[config.mk]
export PLATFORM = sky130hd
export DESIGN_NAME = bxr_round
export DESIGN_NICKNAME = d
export VERILOG_FILES = /design/src/bxr_round.sv
export SDC_FILE = /design/constraint.sdc
export NUM_CORES = 1
export LEC_CHECK = 0
export BUFFER_PORTS_ARGS = -buffer_cell sky130_fd_sc_hd__buf_2
export CORE_ASPECT_RATIO = 0.75
export CORE_UTILIZATION = 31
export DETAILED_ROUTE_END_ITERATION = 10
export SYNTH_ARGS = -nofsm -noshare
export SYNTH_HDL_FRONTEND = slang
export SYNTH_SLANG_ARGS = --single-unit
[constraint.sdc]
create_clock -name clock -period 6.52 [get_ports clock]
set_input_delay 0.652 -clock clock [delete_from_list [all_inputs] [get_ports clock]]
set_output_delay 0.652 -clock clock [all_outputs]
set_load 0.02 [all_outputs]
[src/bxr_round.sv]
// two-stage round half away from zero of a fixed point corner
`timescale 1ns / 1ps

module bxr_round #(
   parameter int FW = 47,
   parameter int SHIFT = 26
) (
   input  logic                      clock,
   input  logic signed [FW-1:0]      in_value,
   output logic signed [FW-SHIFT:0]  out_value
);

   localparam int OW = FW - SHIFT + 1;
   localparam logic [FW-1:0] HALF = FW'(1) << (SHIFT - 1);

   logic          neg_ff;
   logic          neg_in;
   logic [FW-1:0] mag_in;
   logic [FW-1:0] sum_ff;
   logic [FW-1:0] sum_in;
   logic [FW-1:0] shifted;
   logic signed [OW-1:0] qz;
   logic signed [OW-1:0] out_ff;
   logic signed [OW-1:0] out_in;

   // magnitude plus half
   always_comb begin
      neg_in = in_value[FW-1];
      mag_in = neg_in ? FW'(-in_value) : FW'(in_value);
      sum_in = mag_in + HALF;
   end

   // truncate and restore the sign
   always_comb begin
      shifted = sum_ff >> SHIFT;
      qz = $signed({1'b0, shifted[OW-2:0]});
      out_in = neg_ff ? -qz : qz;
   end

   always_ff @(posedge clock) begin
      neg_ff <= neg_in;
      sum_ff <= sum_in;
      out_ff <= out_in;
   end

   assign out_value = out_ff;

endmodule

==> flow_summary.ini, run 1 <==
[synth]
netlist_instances = 283
synth_edf_count = 0
ys_types = 53
syn_area_mm2 = 0.00248
yosys_warnings = 0
syn-num-nets = 333
ys_seq_elements = 44
async_flop_share_pct = 0
syn_area_per_cell_um2 = 8.76
synth_flop_cell = dfxtp_1
ys_seq_area_share_pct = 35.5

[worst_setup_path]
critPathRequiredTime_ns = 6.73
startpoint = in_value[19]
critPathMaxStageDelay_ns = 0.61
crit_top_cell = xnor2_1
end_kind = flip-flop
worstPathCellList = buf_2 -> nor4_1 -> nand4_1 -> or3_1 -> nand2_1 -> xnor2_1 -> ha_1 -> inv_1 -> a211o_1 -> maj3_2 -> a22oi_1 -> xnor2_1
worstReg2RegStart = sum_ff[31]
arrival_ns = 3.76
timing.setup.critical_path_class = in2reg
critPathMaxFanout = 17
critPathSlowestCell = nand4_1
r2r_cells = 7
critPathLaunchType = primary input

[finish]
seq_area_um2 = 881
fin_cells = 447
fin_nets = 396
multiInputGateArea_mm2 = 0.00152
drive_above_1_share_pct = 26.9
diodes = 0
final_cell_mix = 69 x buf_2, 44 x dfxtp_1, 38 x xnor2_1, 22 x o21ai_0, 21 x nand2_1
layout_commonest_cell = buf_2
area_growth_pct = 20.1
design_area_mm2 = 0.00298
fillCellCount = 792

[timing]
setup_viol = 0
hold_violations = 0
timing.final.ws_setup_ns = 2.97
rsz0062_at_grt = no
finalCritPeriodShare_pct = 54.4
report.final.slew_viol_count = 0
fin_tns_setup_ns = 0
fmax_ghz = 0.282
fin_skew_ns = 0.00690
tightest_slew_ns = 0.697
slew_headroom_pct = 53.4
period_needed_ns = 3.55

[floorplan]
core_mm2 = 0.00753
die_area_mm2 = 0.00837
start_util_pct = 32.9
rows = 27
fp.dieW_um = 105
io_pins = 70
die_h_um = 79.5

[power]
p_seq_share_pct = 51.9
clkPwrFrac_pct = 23.1
p_sw_uw = 189
report.power.total_uw = 638
max-vdd-ir-drop_v = 0.000104
powerDensity_mw_per_mm2 = 214
power_frac_comb_pct = 25.0
p_sw_share_pct = 29.6
leakage_uw = 0.00112
internal-power_uw = 449

[detailed_routing]
wl_um = 5360
drt-pass1-iter-count = 4
vias = 2116
drc = 0
dr.first_iter.drc_count = 156
postRouteAntennaNets = 0
via_per_inst = 4.73
wl_per_cell_um = 12.0

[clocking]
clock-root-buffer = clkbuf_8
postCtsHoldBufs = 0
clock_sinks = 44
cts_tree = built
path_clk_slew_ns = 0.07
insertion_delay_ns = 0.29
cts_max_level = 2
cts_setup_buffers = 0
cts_inserted_buffers = 5
ctsLongestPathBuffers = 2
post_cts_resized = 0

[placed_design]
gp_congestion = 0.783
pre_cts_ws_ns = 2.70
dp.cells = 440
portBuffers = 69
dp_hpwl_um = 4370
place_area_mm2 = 0.00290

[grt]
overflow = 0
antenna_found_initial = 0
grt_max_degree = 32
grt_pass1_wl_um = 8850
grtUsageTotal_pct = 13.2
first_global_vias = 1881

[status]
outcome = finished clean

[hold_path]
worstHoldStart = sum_ff[26]
min_path_type = reg2reg
holdPathStages = 0

[job]
maxCapViolations = 0
metrics by stage:
stage | util (%) | hold WS [ns]
floorplan | - | 0.345
detailed placement | 38.5 | 0.364
CTS | 39.5 | 0.374
global placement | 38.5 | 0.362
finish | 39.5 | 0.372
global route | 39.5 | 0.377
power by group through the flow:
stage               Clock (µW)  Sequential (µW)  Combinational (µW)
floorplan                    0              364                73.7
global placement             0              336                 159
detailed placement           0              338                 160
CTS                        153              332                 160
global route               164              337                 175
finish                     147              331                 160
synth_stat cells, types with 2 or more instances:
cell type,count,area [µm²]
a21oi_1,10,50.1
dfxtp_1,44,881
inv_1,7,26.3
xor2_1,15,131
xnor2_1,38,333
or4_1,4,30.0
and3_1,2,12.5
nand2_1,21,78.8
clkbuf_1,8,30.0
a31oi_1,2,12.5
nand3_1,6,30.0
o31a_1,3,26.3
or2_2,3,18.8
buf_2,2,10.0
ha_1,2,25.0
nand2b_1,8,50.1
o211ai_1,2,15.0
o41ai_1,3,26.3
nor4_2,4,50.1
nor3_2,2,20.0
mux2i_1,2,20.0
nor3_1,10,50.1
o21ai_0,22,110
nor4_1,6,37.5
or3_1,5,31.3
o31ai_1,4,30.0
nand4_1,4,25.0
nor2_1,17,63.8
buf_1,3,11.3
sequential cells by signal, indices dropped and copies added (netlist names):
signal	flops
neg_ff	1
sum_ff	21
out_value	22
worst paths after layout:
| check | slack, ns | end |
|---|---|---|
| max | 2.97 | sum_ff[33] |
| min | 0.37 | out_value[0] |
| max reg2reg | 3.87 | out_value[18] |
| min reg2reg | 0.37 | out_value[0] |
cell type report:
cell class / count / area share, %
tap: 101 / 4.24
inverter: 7 / 0.882
timing repair buffer: 69 / 11.6
multi-input combinational: 219 / 51.1
sequential: 44 / 29.6
clock inverter: 1 / 0.168
clock buffer: 6 / 2.44
metal layers:
metal / routed length, µm / share of wire (%) / GRT usage, % / vias to the layer above
met4: 84 / 1.6 / 5.92 / 0
met1: 2980 / 56 / 20.5 / 896
li1: - / - / - / 1127
met2: 1930 / 36 / 17.4 / 86
met5: 0 / 0 / 0 / -
met3: 359 / 6.7 / 1.96 / 7
cells by family (layout without fill, tap and decap cells):
group | Yosys count | after routing | share of synthesized area [%]
AO/OA/AOI/OAI | 59 | 59 | 16.2
XOR/XNOR | 53 | 53 | 18.7
adder cells (fa/ha/maj) | 4 | 4 | 1.87
buffers and inverters | 20 | 83 | 3.13
flip-flops | 44 | 44 | 35.5
multiplexers | 2 | 2 | 0.807
AND/OR/NAND/NOR | 101 | 101 | 23.8
worst max-delay path, delay by kind of cell:
| kind | cells | cell delay (ns) |
|---|---|---|
| simple gates | 4 | 1.61 |
| compound gates | 2 | 0.49 |
| xor+xnor | 2 | 0.28 |
| buf+inv | 2 | 0.18 |
| fa+ha+maj | 2 | 0.54 |
(Power assumes the default switching activity.)
==> inputs of run 2 (changes only) <==
- clock period: 6.52 -> 3.2 ns (I/O delays scaled with it)
==> run 2 against run 1 <==
- worst setup slack got worse by 2.4 ns
- die area unchanged
- non-clock buffer count increased by 2
- critical path depth decreased by 5
- sequential share of layout area decreased by 0.33 points
- sequential power increased by 100%
- hold slack got worse by 0.073 ns
- flip-flop and latch count unchanged
- count of clock-buffer cells in the layout increased by 1
- combinational power increased by 100%
- critical path type is now reg2reg
- critical endpoint is now out_value[18]
- largest cell class unchanged
- largest power group unchanged
==> flow_summary.ini, run 2 (synthesis gave the netlist of run 1 again) <==
[clocking]
cts_tree = built
cts_max_level = 2
cts_inserted_buffers = 5
post_cts_resized = 0
path_clk_slew_ns = 0.07
clock-root-buffer = clkbuf_8
ctsLongestPathBuffers = 2
clock_sinks = 44
insertion_delay_ns = 0.28
postCtsHoldBufs = 0
cts_setup_buffers = 0

[detailed_routing]
dr.first_iter.drc_count = 134
wl_um = 5290
drc = 0
postRouteAntennaNets = 0
via_per_inst = 4.76
drt-pass1-iter-count = 4
wl_per_cell_um = 11.8
vias = 2137

[floorplan]
die_area_mm2 = 0.00837
fp.dieW_um = 105
die_h_um = 79.5
rows = 27
io_pins = 70
core_mm2 = 0.00753
start_util_pct = 32.9

[finish]
layout_commonest_cell = buf_2
largest_register_ffs = 22
final_cell_mix = 69 x buf_2, 44 x dfxtp_1, 38 x xnor2_1, 22 x o21ai_0, 21 x nand2_1
drive_above_1_share_pct = 27.6
diodes = 0
fin_cells = 449
area_growth_pct = 21.4
design_area_mm2 = 0.00301
fin_nets = 398

[timing]
tightest_slew_ns = 0.676
fin_skew_ns = 0.00518
slew_headroom_pct = 54.9
hold_violations = 0
setup_viol = 0
period_needed_ns = 2.61
finalCritPeriodShare_pct = 81.6
report.final.slew_viol_count = 0
fin_tns_setup_ns = 0
timing.final.ws_setup_ns = 0.590
fmax_ghz = 0.383
rsz0062_at_grt = no

[worst_setup_path]
critPathMaxFanout = 3
critPathCapture = out_value[18]
reg2reg_setup_slack_ns = 0.59
startpoint = sum_ff[31]
critPathLaunchType = flip-flop
r2r_cells = 7
critPathRequiredTime_ns = 3.37
worstReg2RegStart = sum_ff[31]
timing.setup.critical_path_class = reg2reg
worstReg2RegEnd = out_value[18]
end_kind = flip-flop
arrival_ns = 2.78

[grt]
grt_max_degree = 32
overflow = 0
grtUsageTotal_pct = 13.0
first_global_vias = 1846
grt_pass1_wl_um = 8760
antenna_found_initial = 0

[status]
outcome = finished clean

[power]
leakage_uw = 0.00114
max-vdd-ir-drop_v = 0.000221
powerDensity_mw_per_mm2 = 447

[placed_design]
pre_cts_ws_ns = 0.360
gp_congestion = 0.822
dp_hpwl_um = 4300
portBuffers = 69
place_area_mm2 = 0.00292
dp.cells = 442

[job]
maxCapViolations = 0

[hold_path]
min_path_type = in2reg
run 2: cell types whose count changed in the layout (fill, tap and decap cells not counted), sizes merged:
cell / delta
clkbuf: +1
clkinv: -1
buf: +2
run 2: stage by stage:
step / utilization (%) / power [µW] / hold WS (ns)
after global routing: 40.0 / 1430 / 0.288
after floorplan: - / 893 / 0.345
after detailed placement: 38.7 / 1010 / 0.367
final: 40.0 / 1350 / 0.299
after CTS: 40.0 / 1360 / 0.286
after global placement: 38.7 / 1010 / 0.367
run 2: how the worst min path moves through the flow:
stage            startpoint  cells past startpoint  slack, ns           end
3_5_place_dp     sum_ff[26]                      0       0.37  out_value[0]
5_1_grt        in_value[32]                      2       0.29    sum_ff[32]
2_1_floorplan    sum_ff[26]                      0       0.35  out_value[0]
3_3_place_gp     sum_ff[26]                      0       0.37  out_value[0]
4_1_cts        in_value[44]                      2       0.29    sum_ff[44]
6_report       in_value[44]                      2       0.30    sum_ff[44]
run 2: layer usage:
metal  track usage (%)  vias up  wire length, µm
li1                  -     1131                -
met1              20.3      912             2990
met2              17.0       87             1850
met3              1.96        7              374
met4              5.35        0               79
met5                 0        -                0
run 2: where the power goes:
group	internal (µW)	total, µW	leakage, µW	switching (µW)
sequential	631	674	0.000371	43.1
clock	192	345	0.0000503	153
combinational	137	326	0.000721	189
run 2: area by class of cell:
cell class                      instances  area (µm²)
Sequential cell                        44         881
Multi-Input combinational cell        219        1520
Clock buffer                            7        96.3
Fill cell                             792        4520
Timing Repair Buffer                   71         360
Inverter                                7        26.3
Tap cell                              101         126
run 2: critical path: stages, from the launching register on:
cell and delay (ns):
dfxtp_1 0.33, or4_1 0.53, or2_1 0.25, or4_1 0.52
or4_1 0.46, o21ai_2 0.18, nand2_1 0.08, xor2_1 0.14
==> inputs of run 3 (changes only) <==
- clock period: 3.2 -> 2.4 ns (I/O delays scaled with it)
==> run 3 against run 2 <==
- clock skew is essentially flat
- the flow now finishes with violations (setup timing)
- clock power increased by 34%
- critical path depth unchanged
- register-to-register slack worse by 0.76 ns
- sequential power grew 33%
- design area rose by 17%
- highest routed layer unchanged
- non-clock buffer count grew 39
- sequential share of layout area fell by 4.2 points
- utilization grew 6.8 points
==> flow_summary.ini, run 3 (synthesis gave the netlist of run 1 again) <==
[timing]
hold_violations = 0
fin_skew_ns = 0.00538
slew_headroom_pct = 44.1
period_needed_ns = 2.57
setup_viol = 8
timing.final.ws_setup_ns = -0.173
fin_tns_setup_ns = -0.832
tightest_slew_ns = 0.837
fmax_ghz = 0.389
rsz0062_at_grt = yes
report.final.slew_viol_count = 0
finalCritPeriodShare_pct = 107

[placed_design]
dp.cells = 478
dp_hpwl_um = 4580
portBuffers = 69
gp_congestion = 0.792

[worst_setup_path]
worstReg2RegStart = sum_ff[31]
worstReg2RegEnd = out_value[18]
critPathMaxFanout = 3
end_kind = flip-flop
critPathCapture = out_value[18]
reg2reg_setup_slack_ns = -0.17
critPathRequiredTime_ns = 2.57
startpoint = sum_ff[31]
r2r_cells = 7
arrival_ns = 2.74
critPathLaunchType = flip-flop
timing.setup.critical_path_class = reg2reg

[floorplan]
die_h_um = 79.5
rows = 27
die_area_mm2 = 0.00837
io_pins = 70
core_mm2 = 0.00753
fp.dieW_um = 105
start_util_pct = 32.9

[detailed_routing]
wl_um = 5630
drt-pass1-iter-count = 4
via_per_inst = 4.67
drc = 0
dr.first_iter.drc_count = 58
wl_per_cell_um = 11.5
postRouteAntennaNets = 0
vias = 2279

[clocking]
ctsLongestPathBuffers = 2
path_clk_slew_ns = 0.07
cts_max_level = 2
cts_tree = built
cts_inserted_buffers = 5
insertion_delay_ns = 0.29
clock_sinks = 44
clock-root-buffer = clkbuf_8

[finish]
fin_cells = 488
fin_nets = 437
area_growth_pct = 42.1
largest_register_ffs = 22
diodes = 0
drive_above_1_share_pct = 41.6
layout_commonest_cell = buf_2
final_cell_mix = 66 x buf_2, 43 x dfxtp_1, 39 x buf_4, 35 x xnor2_1, 21 x o21ai_0

[power]
max-vdd-ir-drop_v = 0.000362
powerDensity_mw_per_mm2 = 533
leakage_uw = 0.00139

[grt]
grt_pass1_wl_um = 9110
grt_max_degree = 23
antenna_found_initial = 0
overflow = 0
grtUsageTotal_pct = 13.6
first_global_vias = 1963

[status]
failed_checks = setup timing
outcome = finished, violations left

[job]
maxCapViolations = 0

[hold_path]
min_path_type = in2reg
-- run 3: how the worst min path moves through the flow --
stage	from	to	cells after the start
2_1_floorplan	in_value[46]	neg_ff	0
3_3_place_gp	sum_ff[26]	out_value[0]	0
3_5_place_dp	sum_ff[26]	out_value[0]	0
4_1_cts	in_value[44]	sum_ff[44]	2
5_1_grt	in_value[33]	sum_ff[33]	2
6_report	in_value[44]	sum_ff[44]	2
-- run 3: where the power goes --
part / switching, µW / internal, µW / total (µW)
Combinational: 282 / 235 / 516
Clock: 208 / 255 / 463
Sequential: 58.2 / 841 / 899
-- run 3: cell type report --
type,count,area (µm²)
fillers,745,4010
multi-input cells,219,1710
flip-flops and latches,44,882
repair buffers,110,679
well taps,101,126
clock buffers,7,96.3
inverters,7,26.3
-- run 3: routing by layer --
layer	part of all wire [%]	global-route usage (%)	vias up	wire length, µm
met4	1.4	5.07	0	78
met1	54	20.0	978	3050
met5	0	0	-	0
met2	38	19.0	84	2160
li1	-	-	1210	-
met3	6.1	2.86	7	343
-- run 3: repair_timing --
item / 4_1_cts / 5_1_grt
pin swaps: 3 / 11
gates resized for setup: 5 / 23
setup buffers: 2 / 1
setup endpoints to repair: 8 / 15
hold buffers: 0 / 0
hold endpoints to repair: 0 / 0
cloned: 0 / 0
-- run 3: through the flow --
stage | worst slack [ns] | hold WS [ns] | utilization (%) | area, µm² | power (µW)
3_5_place_dp | -0.205 | 0.365 | 43.2 | 3260 | 1410
5_1_grt | -0.243 | 0.202 | 46.8 | 3520 | 2000
2_1_floorplan | -0.260 | 0.268 | - | 2550 | 1200
3_3_place_gp | -0.173 | 0.364 | 43.2 | 3260 | 1400
4_1_cts | -0.147 | 0.205 | 44.9 | 3380 | 1880
6_report | -0.173 | 0.208 | 46.8 | 3520 | 1880
-- run 3: critical path: stages (launching register included) --
cell,delay [ns]
dfxtp_2,0.32
or4_4,0.53
or2_4,0.28
or4_4,0.49
or4_4,0.45
o21ai_4,0.16
nand2_1,0.08
xor2_1,0.14
